$ cat src/spi_nor_flash_command_sequencer_defines.svh
// Assertion macros shared by the flash command sequencer modules
`ifndef SPI_NOR_FLASH_COMMAND_SEQUENCER_DEFINES_SVH
`define SPI_NOR_FLASH_COMMAND_SEQUENCER_DEFINES_SVH

// Same-cycle implication, checked out of reset
`define SNFCS_ASSERT_NOW(label, ante, cons, msg) \
   label: assert property (@(posedge clock) disable iff (reset) (ante) |-> (cons)) \
      else $error(msg);

// Next-cycle implication, checked out of reset
`define SNFCS_ASSERT_NEXT(label, ante, cons, msg) \
   label: assert property (@(posedge clock) disable iff (reset) (ante) |=> (cons)) \
      else $error(msg);

`endif

$ cat src/snfcs_pkg.sv
// Shared constants and types of the flash command sequencer
package snfcs_pkg;

   localparam int PAGE_BYTES   = 256;
   localparam int SECTOR_BYTES = 4096;
   localparam int ADDR_BITS    = 24;

   localparam int FRAME_ADDR_W = 24;
   localparam int LEN_W        = 16;
   localparam int PAGE_W       = $clog2(PAGE_BYTES);
   localparam int SECTOR_W     = $clog2(SECTOR_BYTES);
   localparam int CHUNK_W      = PAGE_W + 1;

   localparam int MAX_RESULTS  = 8;
   localparam int IDX_W        = $clog2(MAX_RESULTS);
   localparam int CNT_W        = IDX_W + 1;

   localparam logic [2:0] REQ_BEGIN_READ  = 3'd0;
   localparam logic [2:0] REQ_BEGIN_WRITE = 3'd1;
   localparam logic [2:0] REQ_WRITE_DATA  = 3'd2;
   localparam logic [2:0] REQ_READ_SLOT   = 3'd3;
   localparam logic [2:0] REQ_STATUS      = 3'd4;
   localparam logic [2:0] REQ_INIT        = 3'd5;

   typedef struct packed {
      logic [7:0] tx_byte;
      logic       frame_start;
      logic       frame_end;
      logic       read_slot;
      logic       status_slot;
   } result_type;

   // All transfers caused by one request
   typedef struct packed {
      logic [CNT_W-1:0]                   count;
      logic                               wp;
      result_type [MAX_RESULTS-1:0]       item;
   } burst_type;

endpackage

$ cat src/snfcs_core.sv
// Request register, sequencer state and transfer list generation
`include "spi_nor_flash_command_sequencer_defines.svh"

module snfcs_core (
   input  logic                 clock,
   input  logic                 reset,
   input  logic                 req_valid,
   output logic                 req_ready,
   input  logic [2:0]           req_type,
   input  logic [23:0]          req_address,
   input  logic [15:0]          req_length,
   input  logic [7:0]           req_data_byte,
   input  logic [7:0]           req_status_byte,
   input  logic                 buf_ready,
   output logic                 push,
   output snfcs_pkg::burst_type burst
);
   import snfcs_pkg::*;

   localparam logic [1:0] PH_IDLE = 2'd0;
   localparam logic [1:0] PH_READ = 2'd1;
   localparam logic [1:0] PH_DATA = 2'd2;
   localparam logic [1:0] PH_POLL = 2'd3;

   localparam logic [2:0] RS_IDLE       = 3'd0;
   localparam logic [2:0] RS_ERASE_EWSR = 3'd1;
   localparam logic [2:0] RS_ERASE_CMD  = 3'd2;
   localparam logic [2:0] RS_ERASE_WD   = 3'd3;
   localparam logic [2:0] RS_PRE        = 3'd4;
   localparam logic [2:0] RS_PAGE_EWSR  = 3'd5;
   localparam logic [2:0] RS_FINAL      = 3'd6;
   localparam logic [2:0] RS_FINAL_WD   = 3'd7;

   localparam logic [7:0] OP_WRSR   = 8'h01;
   localparam logic [7:0] OP_PP     = 8'h02;
   localparam logic [7:0] OP_READ   = 8'h03;
   localparam logic [7:0] OP_WRDI   = 8'h04;
   localparam logic [7:0] OP_RDSR   = 8'h05;
   localparam logic [7:0] OP_WREN   = 8'h06;
   localparam logic [7:0] OP_SE     = 8'h20;
   localparam logic [7:0] OP_EWSR   = 8'h50;
   localparam logic [7:0] OP_INIT   = 8'hE9;
   localparam logic [7:0] FILL_BYTE = 8'h00;

   // request register
   logic                 in_valid_ff;
   logic [2:0]           type_ff;
   logic [ADDR_BITS-1:0] in_addr_ff;
   logic [LEN_W-1:0]     len_ff;
   logic [7:0]           data_ff;
   logic [7:0]           stat_ff;

   // sequencer state
   logic [1:0]           phase_ff,  phase_in;
   logic [2:0]           resume_ff, resume_in;
   logic [ADDR_BITS-1:0] addr_ff,   addr_in;
   logic [LEN_W-1:0]     left_ff,   left_in;
   logic [CHUNK_W-1:0]   chunk_ff,  chunk_in;
   logic                 wp_ff,     wp_in;

   logic                 step;
   logic [ADDR_BITS-1:0] addr_inc;
   logic [LEN_W-1:0]     left_dec;
   logic [CHUNK_W-1:0]   chunk_dec;
   logic [ADDR_BITS-1:0] sc_addr;
   logic [LEN_W-1:0]     sc_left;
   logic [CHUNK_W-1:0]   sc_room;
   logic [CHUNK_W-1:0]   sc_chunk;
   logic                 sc_erase;
   burst_type            burst_c;

   function automatic burst_type add_item(input burst_type b, input logic [7:0] tx,
                                          input logic fs, input logic fe,
                                          input logic rd, input logic st);
      burst_type r;
      r = b;
      if (r.count < CNT_W'(MAX_RESULTS)) begin
         r.item[r.count[IDX_W-1:0]] = '{tx_byte: tx, frame_start: fs, frame_end: fe,
                                        read_slot: rd, status_slot: st};
         r.count = r.count + CNT_W'(1);
      end
      return r;
   endfunction

   function automatic burst_type add_poll(input burst_type b);
      burst_type r;
      r = add_item(b, OP_RDSR, 1'b1, 1'b0, 1'b0, 1'b0);
      r = add_item(r, FILL_BYTE, 1'b0, 1'b1, 1'b0, 1'b1);
      return r;
   endfunction

   function automatic burst_type add_ewsr(input burst_type b);
      burst_type r;
      r = add_item(b, OP_EWSR, 1'b1, 1'b1, 1'b0, 1'b0);
      r = add_item(r, OP_WRSR, 1'b1, 1'b0, 1'b0, 1'b0);
      r = add_item(r, FILL_BYTE, 1'b0, 1'b1, 1'b0, 1'b0);
      return r;
   endfunction

   function automatic burst_type add_addr(input burst_type b, input logic [ADDR_BITS-1:0] a,
                                          input logic fe);
      burst_type               r;
      logic [FRAME_ADDR_W-1:0] fa;
      fa = FRAME_ADDR_W'(a);
      r = add_item(b, fa[23:16], 1'b0, 1'b0, 1'b0, 1'b0);
      r = add_item(r, fa[15:8], 1'b0, 1'b0, 1'b0, 1'b0);
      r = add_item(r, fa[7:0], 1'b0, fe, 1'b0, 1'b0);
      return r;
   endfunction

   // zero-result requests retire without waiting for the result buffer
   assign step      = in_valid_ff && (burst_c.count == '0 || buf_ready);
   assign req_ready = !in_valid_ff || step;
   assign push      = step && burst_c.count != '0;
   assign burst     = burst_c;

   assign addr_inc  = addr_ff + ADDR_BITS'(1);
   assign left_dec  = left_ff - LEN_W'(1);
   assign chunk_dec = chunk_ff - CHUNK_W'(1);

   // next page chunk: starts a new write or follows the last byte of a chunk
   always_comb begin
      if (type_ff == REQ_BEGIN_WRITE) begin
         sc_addr = in_addr_ff;
         sc_left = len_ff;
      end else begin
         sc_addr = addr_inc;
         sc_left = left_dec;
      end
      sc_room  = CHUNK_W'(PAGE_BYTES) - CHUNK_W'(sc_addr[PAGE_W-1:0]);
      sc_chunk = (sc_left < LEN_W'(sc_room)) ? CHUNK_W'(sc_left) : sc_room;
      sc_erase = sc_addr[SECTOR_W-1:0] == '0;
   end

   always_comb begin
      phase_in  = phase_ff;
      resume_in = resume_ff;
      addr_in   = addr_ff;
      left_in   = left_ff;
      chunk_in  = chunk_ff;
      wp_in     = wp_ff;
      burst_c   = '0;

      unique case (type_ff)
         REQ_BEGIN_READ: begin
            if (phase_ff == PH_IDLE) begin
               burst_c  = add_item(burst_c, OP_READ, 1'b1, 1'b0, 1'b0, 1'b0);
               burst_c  = add_addr(burst_c, in_addr_ff, len_ff == '0);
               left_in  = len_ff;
               phase_in = (len_ff == '0) ? PH_IDLE : PH_READ;
            end
         end
         REQ_BEGIN_WRITE: begin
            if (phase_ff == PH_IDLE) begin
               addr_in = in_addr_ff;
               left_in = len_ff;
               if (len_ff == '0) begin
                  burst_c   = add_poll(burst_c);
                  phase_in  = PH_POLL;
                  resume_in = RS_FINAL;
               end else begin
                  chunk_in = sc_chunk;
                  phase_in = PH_POLL;
                  if (sc_erase) begin
                     burst_c   = add_ewsr(burst_c);
                     burst_c   = add_poll(burst_c);
                     resume_in = RS_ERASE_EWSR;
                  end else begin
                     burst_c   = add_poll(burst_c);
                     resume_in = RS_PRE;
                  end
               end
            end
         end
         REQ_WRITE_DATA: begin
            if (phase_ff == PH_DATA) begin
               chunk_in = chunk_dec;
               left_in  = left_dec;
               addr_in  = addr_inc;
               burst_c  = add_item(burst_c, data_ff, 1'b0, chunk_dec == '0, 1'b0, 1'b0);
               if (chunk_dec == '0) begin
                  phase_in = PH_POLL;
                  if (left_dec == '0) begin
                     burst_c   = add_poll(burst_c);
                     resume_in = RS_FINAL;
                  end else begin
                     chunk_in = sc_chunk;
                     if (sc_erase) begin
                        burst_c   = add_ewsr(burst_c);
                        burst_c   = add_poll(burst_c);
                        resume_in = RS_ERASE_EWSR;
                     end else begin
                        burst_c   = add_poll(burst_c);
                        resume_in = RS_PRE;
                     end
                  end
               end
            end
         end
         REQ_READ_SLOT: begin
            if (phase_ff == PH_READ) begin
               left_in = left_dec;
               burst_c = add_item(burst_c, FILL_BYTE, 1'b0, left_dec == '0, 1'b1, 1'b0);
               if (left_dec == '0) begin
                  phase_in = PH_IDLE;
               end
            end
         end
         REQ_STATUS: begin
            if (phase_ff == PH_POLL) begin
               if (stat_ff[0]) begin
                  // still busy: poll again, same continuation
                  burst_c = add_poll(burst_c);
               end else begin
                  unique case (resume_ff)
                     RS_ERASE_EWSR: begin
                        wp_in     = 1'b1;
                        burst_c   = add_item(burst_c, OP_WREN, 1'b1, 1'b1, 1'b0, 1'b0);
                        burst_c   = add_item(burst_c, OP_SE, 1'b1, 1'b0, 1'b0, 1'b0);
                        burst_c   = add_addr(burst_c, addr_ff, 1'b1);
                        burst_c   = add_poll(burst_c);
                        resume_in = RS_ERASE_CMD;
                     end
                     RS_ERASE_CMD: begin
                        burst_c   = add_item(burst_c, OP_WRDI, 1'b1, 1'b1, 1'b0, 1'b0);
                        burst_c   = add_poll(burst_c);
                        resume_in = RS_ERASE_WD;
                     end
                     RS_ERASE_WD: begin
                        wp_in     = 1'b0;
                        burst_c   = add_poll(burst_c);
                        resume_in = RS_PRE;
                     end
                     RS_PRE: begin
                        burst_c   = add_ewsr(burst_c);
                        burst_c   = add_poll(burst_c);
                        resume_in = RS_PAGE_EWSR;
                     end
                     RS_PAGE_EWSR: begin
                        wp_in     = 1'b1;
                        burst_c   = add_item(burst_c, OP_WREN, 1'b1, 1'b1, 1'b0, 1'b0);
                        burst_c   = add_item(burst_c, OP_PP, 1'b1, 1'b0, 1'b0, 1'b0);
                        burst_c   = add_addr(burst_c, addr_ff, 1'b0);
                        phase_in  = PH_DATA;
                        resume_in = RS_IDLE;
                     end
                     RS_FINAL: begin
                        burst_c   = add_item(burst_c, OP_WRDI, 1'b1, 1'b1, 1'b0, 1'b0);
                        burst_c   = add_poll(burst_c);
                        resume_in = RS_FINAL_WD;
                     end
                     default: begin
                        // end of write: release write protect, no transfer
                        wp_in     = 1'b0;
                        phase_in  = PH_IDLE;
                        resume_in = RS_IDLE;
                     end
                  endcase
               end
            end
         end
         REQ_INIT: begin
            if (phase_ff == PH_IDLE) begin
               wp_in   = 1'b1;
               burst_c = add_item(burst_c, OP_INIT, 1'b1, 1'b1, 1'b0, 1'b0);
            end
         end
         default: begin
         end
      endcase

      burst_c.wp = wp_in;
   end

   always_ff @(posedge clock) begin
      if (reset) begin
         in_valid_ff <= 1'b0;
      end else if (req_ready) begin
         in_valid_ff <= req_valid;
      end
   end

   always_ff @(posedge clock) begin
      if (req_ready && req_valid) begin
         type_ff    <= req_type;
         in_addr_ff <= req_address[ADDR_BITS-1:0];
         len_ff     <= req_length;
         data_ff    <= req_data_byte;
         stat_ff    <= req_status_byte;
      end
   end

   always_ff @(posedge clock) begin
      if (reset) begin
         phase_ff  <= PH_IDLE;
         resume_ff <= RS_IDLE;
         addr_ff   <= '0;
         left_ff   <= '0;
         chunk_ff  <= '0;
         wp_ff     <= 1'b0;
      end else if (step) begin
         phase_ff  <= phase_in;
         resume_ff <= resume_in;
         addr_ff   <= addr_in;
         left_ff   <= left_in;
         chunk_ff  <= chunk_in;
         wp_ff     <= wp_in;
      end
   end

   `SNFCS_ASSERT_NOW(a_poll_has_target, phase_ff == PH_POLL, resume_ff != RS_IDLE, "poll wait without continuation")
   `SNFCS_ASSERT_NOW(a_data_chunk_open, phase_ff == PH_DATA, chunk_ff != '0 && wp_ff, "data phase with empty chunk or protected")
   `SNFCS_ASSERT_NOW(a_push_fits, push, burst_c.count <= CNT_W'(MAX_RESULTS) && buf_ready, "transfer list pushed into busy buffer")

endmodule

$ cat src/snfcs_outbuf.sv
// Result buffer that hands out the transfers of one request, one per cycle while rsp_ready is high
`include "spi_nor_flash_command_sequencer_defines.svh"

module snfcs_outbuf (
   input  logic                 clock,
   input  logic                 reset,
   input  logic                 push,
   input  snfcs_pkg::burst_type burst,
   output logic                 buf_ready,
   output logic                 rsp_valid,
   input  logic                 rsp_ready,
   output logic [7:0]           rsp_tx_byte,
   output logic                 rsp_frame_start,
   output logic                 rsp_frame_end,
   output logic                 rsp_read_slot,
   output logic                 rsp_status_slot,
   output logic                 rsp_wp_pin,
   output logic                 rsp_last
);
   import snfcs_pkg::*;

   burst_type        burst_ff;
   logic [IDX_W-1:0] idx_ff;
   logic             busy_ff;

   result_type       cur;
   logic             is_last;
   logic             taken;
   logic             done;

   assign cur       = burst_ff.item[idx_ff];
   assign is_last   = CNT_W'(idx_ff) == burst_ff.count - CNT_W'(1);
   assign taken     = busy_ff && rsp_ready;
   assign done      = taken && is_last;
   assign buf_ready = !busy_ff || done;

   assign rsp_valid       = busy_ff;
   assign rsp_tx_byte     = cur.tx_byte;
   assign rsp_frame_start = cur.frame_start;
   assign rsp_frame_end   = cur.frame_end;
   assign rsp_read_slot   = cur.read_slot;
   assign rsp_status_slot = cur.status_slot;
   assign rsp_wp_pin      = burst_ff.wp;
   assign rsp_last        = is_last;

   always_ff @(posedge clock) begin
      if (push) begin
         burst_ff <= burst;
      end
   end

   always_ff @(posedge clock) begin
      if (reset) begin
         busy_ff <= 1'b0;
         idx_ff  <= '0;
      end else if (push) begin
         busy_ff <= 1'b1;
         idx_ff  <= '0;
      end else if (done) begin
         busy_ff <= 1'b0;
      end else if (taken) begin
         idx_ff <= idx_ff + IDX_W'(1);
      end
   end

   `SNFCS_ASSERT_NOW(a_push_when_free, push, buf_ready && burst.count != '0, "push into occupied buffer")
   `SNFCS_ASSERT_NOW(a_index_in_range, busy_ff, burst_ff.count != '0 && CNT_W'(idx_ff) < burst_ff.count, "read index past transfer count")
   `SNFCS_ASSERT_NEXT(a_advance, taken && !is_last, busy_ff && idx_ff == $past(idx_ff) + IDX_W'(1), "buffer did not advance after a taken transfer")

endmodule

$ cat src/spi_nor_flash_command_sequencer.sv
// Top level of the SPI NOR flash command sequencer
// Each request enters a request register, is turned into its full list of byte transfers
// (zero to seven) in one pass and loaded into a result buffer once it is free. The buffer hands
// out one transfer per cycle while rsp_ready is high, so a request holds the buffer until all
// its transfers are accepted; one that causes none retires without touching it. The following
// request is taken as the last transfer of the previous one is accepted, so the output port,
// one byte per cycle while rsp_ready is high, sets the sustained rate. rsp_last marks the final
// transfer of each request; status_slot bytes must be answered with a status-reply request.
module spi_nor_flash_command_sequencer (
   input  logic        clock,
   input  logic        reset,
   input  logic        req_valid,
   output logic        req_ready,
   input  logic [2:0]  req_type,
   input  logic [23:0] req_address,
   input  logic [15:0] req_length,
   input  logic [7:0]  req_data_byte,
   input  logic [7:0]  req_status_byte,
   output logic        rsp_valid,
   input  logic        rsp_ready,
   output logic [7:0]  rsp_tx_byte,
   output logic        rsp_frame_start,
   output logic        rsp_frame_end,
   output logic        rsp_read_slot,
   output logic        rsp_status_slot,
   output logic        rsp_wp_pin,
   output logic        rsp_last
);
   import snfcs_pkg::*;

   burst_type burst;
   logic      push;
   logic      buf_ready;

   snfcs_core u_core (
      .clock           (clock),
      .reset           (reset),
      .req_valid       (req_valid),
      .req_ready       (req_ready),
      .req_type        (req_type),
      .req_address     (req_address),
      .req_length      (req_length),
      .req_data_byte   (req_data_byte),
      .req_status_byte (req_status_byte),
      .buf_ready       (buf_ready),
      .push            (push),
      .burst           (burst)
   );

   snfcs_outbuf u_outbuf (
      .clock           (clock),
      .reset           (reset),
      .push            (push),
      .burst           (burst),
      .buf_ready       (buf_ready),
      .rsp_valid       (rsp_valid),
      .rsp_ready       (rsp_ready),
      .rsp_tx_byte     (rsp_tx_byte),
      .rsp_frame_start (rsp_frame_start),
      .rsp_frame_end   (rsp_frame_end),
      .rsp_read_slot   (rsp_read_slot),
      .rsp_status_slot (rsp_status_slot),
      .rsp_wp_pin      (rsp_wp_pin),
      .rsp_last        (rsp_last)
   );

endmodule
$ cat config.mk
export PLATFORM = sky130hd
export DESIGN_NAME = spi_nor_flash_command_sequencer
export DESIGN_NICKNAME = d
export VERILOG_FILES = /design/src/snfcs_pkg.sv /design/src/snfcs_core.sv /design/src/snfcs_outbuf.sv /design/src/spi_nor_flash_command_sequencer.sv
export VERILOG_INCLUDE_DIRS = /design/src /design/src/src
export SDC_FILE = /design/constraint.sdc
export NUM_CORES = 1
export LEC_CHECK = 0
export BUFFER_PORTS_ARGS = -buffer_cell sky130_fd_sc_hd__buf_2
export CAP_MARGIN = 20
export CORE_MARGIN = 2
export CORE_UTILIZATION = 50
export DETAILED_ROUTE_END_ITERATION = 12
export PLACE_DENSITY_LB_ADDON = 0.05
export RECOVER_POWER = 100
export SYNTH_ARGS = -nofsm -noshare
export SYNTH_HDL_FRONTEND = slang
export SYNTH_SLANG_ARGS = --single-unit
$ cat constraint.sdc
create_clock -name clock -period 10.5 [get_ports clock]
set_input_delay 1.575 -clock clock [delete_from_list [all_inputs] [get_ports clock]]
set_output_delay 1.575 -clock clock [all_outputs]
set_load 0.1 [all_outputs]
==> metrics.md, run 1 <==
| Metric | Value |
|---|---|
| Yosys top cell area share | `0.3443` |
| Final nets | `1,123` |
| Leakage | `0.003933 uW` |
| FFs w/ async S/R, synth | `0` |
| Ant. Diodes | `0` |
| Placer Congestion | `0.8788` |
| Port bufs | `71` |
| Clock Tree Buf Depth | `2` |
| WP data required | `8.93 ns` |
| Fmax | `171.5 MHz` |
| Post-Syn Area per Cell | `9.414 sq um` |
| Fin crit period | `5.831 ns` |
| Peak VDD IR | `0.1054 mV` |
| Starting Density | `0.5083` |
| Seq/Total Area, Yosys | `0.4706` |
| Critical path arrival | `4.26 ns` |
| Crit Reg-Reg Startpoint | `u_core.type_ff[1]` |
| FF/Latch Area | `4474 sq um` |
| Final Max Tran Viols | `111` |
| Final wirelength | `24.79 mm` |
| Unrepaired setup endpoints after global routing | `false` |
| Count of final setup violators | `0` |
| Layout cell share with drive strength beyond 1 | `0.1145` |
| CTS tree | `built` |
| Reg2Reg Setup Slack | `4.83 ns` |
| Critical Path End Type | `primary output` |
| IO Pins | `79` |
| EDFF count, synth | `109` |
| Cts hold-fix bufs | `0` |
| Setup total negative slack | `0 ns` |
| Post-CTS sizing | `0` |
| Vias in the first global route | `7,100` |
| Worst slew pin tran | `2.976 ns` |
| Synth area leaders | `edfxtp_1 (34%), dfxtp_1 (13%), nor2_1 (4.0%)` |
| Dpl cells | `1,258` |
| Post-DP HPWL | `16.98 mm` |
| Synth area leader | `edfxtp_1` |
| Post-synth top flop | `edfxtp_1` |
| Failing checks | `max-capacitance violations, max-slew violations` |
| Fill count | `1,724` |
| Post-CTS Setup Inserts | `0` |
| Status | `finished, violations left` |
| WHS Path Cells | `2` |
| First-pass GRT wire length | `39.39 mm` |
| Area grow syn2layout | `10.82%` |
| Syn_nets | `1,089` |
| Number of H-tree levels | `4` |
| Hold path startpoint | `u_core.chunk_ff[5]` |
| Hold Path Sink | `u_core.chunk_ff[5]` |
| Core area | `18,710 sq um` |
| Worst skew pair latency | `0.43 ns` |
| P per Cell Area | `153.8 nW/um^2` |
| Gr ovfl total | `0` |
| Worst Hold Class | `flop to flop` |
| Yosys cell types | `78` |
| DRC | `0` |
| Final-report hold violation count | `0` |
| R2R depth | `9` |
| Largest net degree at the start of global routing | `64` |
| CP max FO | `28` |
| Period utilisation layout | `0.5554` |
| Post-route ant nets | `0` |
| Initial antenna violation count | `0` |
| Max-slew headroom | `-0.9842` |
| Gr usage total | `0.2519` |
| Multi-input gate area | `4668 sq um` |
| Worst-path clk slew | `0.07 ns` |
| Cell chosen for the clock root | `clkbuf_16` |
| Die H | `141.9 microns` |
| Syn Inst Count | `1,010` |
| Die W | `141.9 microns` |
| Max-capacitance violation count | `2` |
| Clock Sinks | `169` |
| Final setup margin | `4.669 ns` |
| Non-Filler Instances | `1,291` |
| Place WS | `5.424 ns` |
| Kind of critical path | `flop to primary output` |
| CP Launch Type | `flop` |
| Clock skew | `0.01164 ns` |
| DR WL/cell | `19.20 microns` |
| Cts bufs inserted | `17` |
| Die area | `20,130 sq um` |
| Reg2Reg Capture Point | `u_outbuf.burst_ff[57]` |
| Seq cells post-synth | `169` |
| Via-to-Cell Ratio | `6.106` |
| Via Count | `7,883` |
| Fin util | `0.5633` |
| Synth warnings | `0` |
| Row count | `50` |
| DR pass1 iterations | `6` |
| Total power | `1620 uW` |
| Starting DRT DRC Count | `787` |
| Synth Cell Area | `9508 sq um` |
-- stage by stage --
step / hold slack [ns] / instance area [sq um]
floorplan: 0.4637 / 9508
global placement: 0.4790 / 10010
detailed placement: 0.4830 / 10010
CTS: 0.4937 / 10600
global route: 0.5191 / 10540
finish: 0.4925 / 10540
-- placed cells by master, fill, tap and decap left out, drive strengths merged, types with 8 or more instances in the layout --
master | Yosys | final
buf | 8 | 60
or3 | 16 | 16
xnor2 | 14 | 14
a31oi | 23 | 23
inv | 27 | 35
a22o | 15 | 15
o31ai | 10 | 10
a22oi | 16 | 16
mux2i | 13 | 13
clkbuf | 62 | 45
ha | 16 | 16
nor3 | 24 | 24
or2 | 12 | 12
and2 | 14 | 14
o211ai | 13 | 13
nor4 | 14 | 14
nor2b | 9 | 9
a21o | 15 | 15
and3 | 14 | 14
nand3 | 27 | 27
o21ai | 68 | 68
dfxtp | 60 | 60
a21oi | 69 | 69
xor2 | 13 | 13
mux4 | 9 | 9
nor2 | 102 | 102
nand2 | 100 | 100
edfxtp | 109 | 109
nand4 | 8 | 8
-- cell type report --
type,instances,area share
inverter,27,0.009619
sequential,169,0.4247
timing repair buffer,85,0.03919
clock buffer,20,0.04346
tap,234,0.02779
clock inverter,12,0.01223
multi-input combinational,744,0.4431
-- worst max-delay path by stage --
stage	startpoint	endpoint	slack, ns	cells after the start
floorplan	u_outbuf.idx_ff[0]	rsp_read_slot	4.84	3
global placement	u_core.type_ff[1]	u_core.chunk_ff[0]	5.43	14
detailed placement	u_core.type_ff[1]	u_core.chunk_ff[0]	5.42	14
CTS	u_core.type_ff[1]	u_core.chunk_ff[0]	5.39	14
global route	u_core.type_ff[1]	u_outbuf.burst_ff[57]	4.39	9
finish	u_core.type_ff[1]	req_ready	4.67	8
-- worst max-delay path: stages, from the launching register on --
cell	delay (ns)
edfxtp_1	0.78
nor2_1	0.22
and3_1	0.22
clkbuf_1	0.56
o21ba_1	0.50
nand2_1	0.06
or3b_1	0.46
nand3_1	0.14
clkbuf_1	0.87
-- flip-flops by register name (all words and copies together), names as in the netlist --
register and cells:
u_core.stat_ff 1, u_core.resume_ff 3, u_outbuf.burst_ff 56, u_core.data_ff 8
u_core.wp_ff 1, u_core.addr_ff 24, u_core.phase_ff 2, u_core.left_ff 16
u_core.type_ff 3, u_outbuf.idx_ff 3, u_outbuf.rsp_wp_pin 1, u_core.len_ff 16
u_core.chunk_ff 9, u_core.in_valid_ff 1, u_core.in_addr_ff 24, u_outbuf.rsp_valid 1
-- kinds of logic (layout without fill, tap and decap cells) --
kind of cell,Yosys count,count (layout),synth area share
adder cells (fa/ha/maj),16,16,0.02106
AO/OA/AOI/OAI,297,297,0.2054
flip-flops,169,169,0.4706
buffers and inverters,97,144,0.04066
XOR/XNOR,27,27,0.02487
multiplexers,25,25,0.03895
AND/OR/NAND/NOR,379,379,0.1984
-- cell usage after synthesis, drive strengths merged, types with 8 or more instances --
cell	n
nor3	24
and2	14
nor2b	9
or3	16
nor4	14
nand2	100
xnor2	14
nand3	27
a21oi	69
clkbuf	62
xor2	13
or2	12
buf	8
dfxtp	60
mux4	9
mux2i	13
inv	27
a21o	15
o31ai	10
nor2	102
and3	14
edfxtp	109
o211ai	13
o21ai	68
nand4	8
a31oi	23
a22o	15
a22oi	16
ha	16
-- where the power goes --
part,internal [uW],switching (uW)
Combinational,80.8,140
Clock,350,283
Sequential,738,29.6
Total,1170,452
-- layer usage --
layer / up-vias / wire (microns) / part of all wire / GRT usage
met5: - / 0 / 0 / 0
met4: 0 / 321 / 0.013 / 0.06053
met3: 29 / 1313 / 0.053 / 0.04286
met2: 263 / 11190 / 0.45 / 0.3853
met1: 3753 / 11960 / 0.48 / 0.3746
li1: 3838 / - / - / -
(Power assumes the default switching activity.)
==> inputs of run 2 (changes only) <==
--- a/config.mk
+++ b/config.mk
@@ -6,6 +6,7 @@
 export SDC_FILE = /design/constraint.sdc
 export NUM_CORES = 1
 export LEC_CHECK = 0
+export ABC_AREA = 1
 export BUFFER_PORTS_ARGS = -buffer_cell sky130_fd_sc_hd__buf_2
 export CAP_MARGIN = 20
 export CORE_MARGIN = 2
==> constraint.sdc (replaced) <==
create_clock -name clock -period 4.96 [get_ports clock]
set_input_delay 0.744 -clock clock [delete_from_list [all_inputs] [get_ports clock]]
set_output_delay 0.744 -clock clock [all_outputs]
set_load 0.1 [all_outputs]
==> metrics.md, run 2 <==
| Metric | Value |
|---|---|
| Worst slew pin tran | `1.175 ns` |
| First-pass GRT wire length | `41.26 mm` |
| Fmax | `221.0 MHz` |
| CP Launch Type | `flop` |
| Cts hold-fix bufs | `0` |
| Placer Congestion | `0.9221` |
| Post-CTS sizing | `0` |
| Kind of critical path | `flop to primary output` |
| Worst hold margin | `0.4590 ns` |
| Synth area leaders | `edfxtp_1 (34%), nand2_1 (13%), dfxtp_1 (12%)` |
| Critical Path End Type | `primary output` |
| WP data required | `4.22 ns` |
| Status | `completed` |
| Gr ovfl total | `0` |
| Via Count | `8,595` |
| Via-to-Cell Ratio | `5.299` |
| Layout cell share with drive strength beyond 1 | `0.1032` |
| Clock Sinks | `169` |
| Final-report hold violation count | `0` |
| DR WL/cell | `15.97 microns` |
| Post-DP HPWL | `18.87 mm` |
| Fill count | `1,875` |
| Yosys top cell area share | `0.3367` |
| Port bufs | `71` |
| Starting Density | `0.5045` |
| Number of H-tree levels | `4` |
| Final setup margin | `0.4349 ns` |
| Reg2Reg Setup Slack | `0.62 ns` |
| Multi-input gate area | `4389 sq um` |
| Gr usage total | `0.2606` |
| FFs w/ async S/R, synth | `0` |
| EDFF count, synth | `109` |
| Starting DRT DRC Count | `765` |
| Most frequent cells in the layout | `nand2_1 (328), nor2_1 (181), inv_1 (162), edfxtp_1 (109), o21ai_0 (96)` |
| Period utilisation layout | `0.9123` |
| DR pass1 iterations | `5` |
| CP max FO | `20` |
| Worst Hold Class | `flop to flop` |
| Area grow syn2layout | `11.29%` |
| Syn_nets | `1,363` |
| DRC | `0` |
| Largest net degree at the start of global routing | `58` |
| Final nets | `1,423` |
| Die H | `143.4 microns` |
| Row count | `51` |
| Clock Tree Buf Depth | `2` |
| Synth top cells by count | `nand2_1 (326), nor2_1 (181), inv_1 (159)` |
| P per Cell Area | `316.2 nW/um^2` |
| Leakage | `0.004798 uW` |
| Clock skew | `0.009362 ns` |
| Final wirelength | `25.90 mm` |
| Worst skew pair latency | `0.44 ns` |
| Max-capacitance violation count | `0` |
| Seq cells post-synth | `169` |
| Count of final setup violators | `0` |
| Final Max Tran Viols | `0` |
| Post-Syn Area per Cell | `7.572 sq um` |
| Post-route ant nets | `0` |
| Peak VDD IR | `0.2382 mV` |
| Synth area leader | `edfxtp_1` |
| Synth warnings | `0` |
| Die W | `143.4 microns` |
| Vias in the first global route | `7,744` |
| Seq/Total Area, Yosys | `0.4602` |
| Initial antenna violation count | `0` |
| Syn Inst Count | `1,284` |
| Max-slew headroom | `0.2203` |
| IO Pins | `79` |
| Cts bufs inserted | `17` |
| Commonest non-fill, non-tap cell in the layout | `nand2_1` |
| Place WS | `0.9600 ns` |
| Max FFs per register | `56` |
| Largest registers | `u_outbuf.burst_ff: 56 flops, u_core.addr_ff: 24 flops, u_core.in_addr_ff: 24 flops` |
| Synth Cell Area | `9722 sq um` |
| Unrepaired setup endpoints after global routing | `false` |
| Cell chosen for the clock root | `clkbuf_16` |
| Most frequent cell after synthesis | `nand2_1` |
| Die area | `20,580 sq um` |
| Yosys cell types | `49` |
| Worst-path clk slew | `0.06 ns` |
| Most flops, register | `u_outbuf.burst_ff` |
| Core area | `19,270 sq um` |
| Ant. Diodes | `0` |
| Post-CTS Setup Inserts | `0` |
| CTS tree | `built` |
| Critical path arrival | `3.78 ns` |
| Post-synth top flop | `edfxtp_1` |
| Setup total negative slack | `0 ns` |
| FF/Latch Area | `4474 sq um` |
| Fin crit period | `4.525 ns` |
-- run 2: final cells by class --
class / count / share of cell area
Sequential cell: 169 / 0.4136
Inverter: 170 / 0.05898
Tap cell: 265 / 0.03065
Clock buffer: 17 / 0.03932
Clock inverter: 15 / 0.01295
Timing Repair Buffer: 82 / 0.03886
Multi-Input combinational cell: 904 / 0.4057
-- run 2: path summary, 6_finish.rpt --
| check | start | endpoint | depth (start not counted) |
|---|---|---|---|
| min | u_core.chunk_ff[8] | u_core.chunk_ff[8] | 2 |
| max | u_core.type_ff[2] | req_ready | 13 |
| max reg2reg | u_core.type_ff[2] | u_core.chunk_ff[4] | 18 |
| min reg2reg | u_core.chunk_ff[8] | u_core.chunk_ff[8] | 2 |
-- run 2: kinds of logic (layout without fill, tap and decap cells) --
group / Yosys count / in the layout / synth area share
buffers and inverters: 211 / 284 / 0.08610
AO/OA/AOI/OAI: 210 / 210 / 0.1255
XOR/XNOR: 21 / 21 / 0.01892
adder cells (fa/ha/maj): 16 / 16 / 0.02059
flip-flops: 169 / 169 / 0.4602
AND/OR/NAND/NOR: 657 / 657 / 0.2887
-- run 2: critical path, cell delays in order (launching register included) --
cell	delay [ns]
edfxtp_1	0.52
nor2_4	0.15
inv_1	0.18
nor2_1	0.18
inv_1	0.40
nor2_4	0.44
inv_1	0.13
nor3_4	0.32
nand3_2	0.29
nand3_2	0.19
nor2_4	0.05
nand2_4	0.06
nand3_1	0.10
buf_2	0.32
-- run 2: where the power goes --
part           internal, uW  switching [uW]
clock network           701             601
logic                   157             367
registers              1560            39.1
total                  2410            1010
-- run 2: metrics by stage --
stage,total power (uW),utilization,std cells,cell area [sq um]
after floorplan,2004,-,1284,9724
after global routing,3574,0.5614,1622,10820
after global placement,2145,0.5355,1590,10320
after CTS,3444,0.5649,1622,10890
final,3421,0.5614,1622,10820
after detailed placement,2149,0.5355,1590,10320
-- run 2: metal layers --
layer	share of wire	GRT usage	vias up
li1	-	-	4335
met1	0.49	0.3940	3929
met2	0.43	0.3802	302
met3	0.073	0.05232	29
met4	0.012	0.06811	0
met5	0	0	-
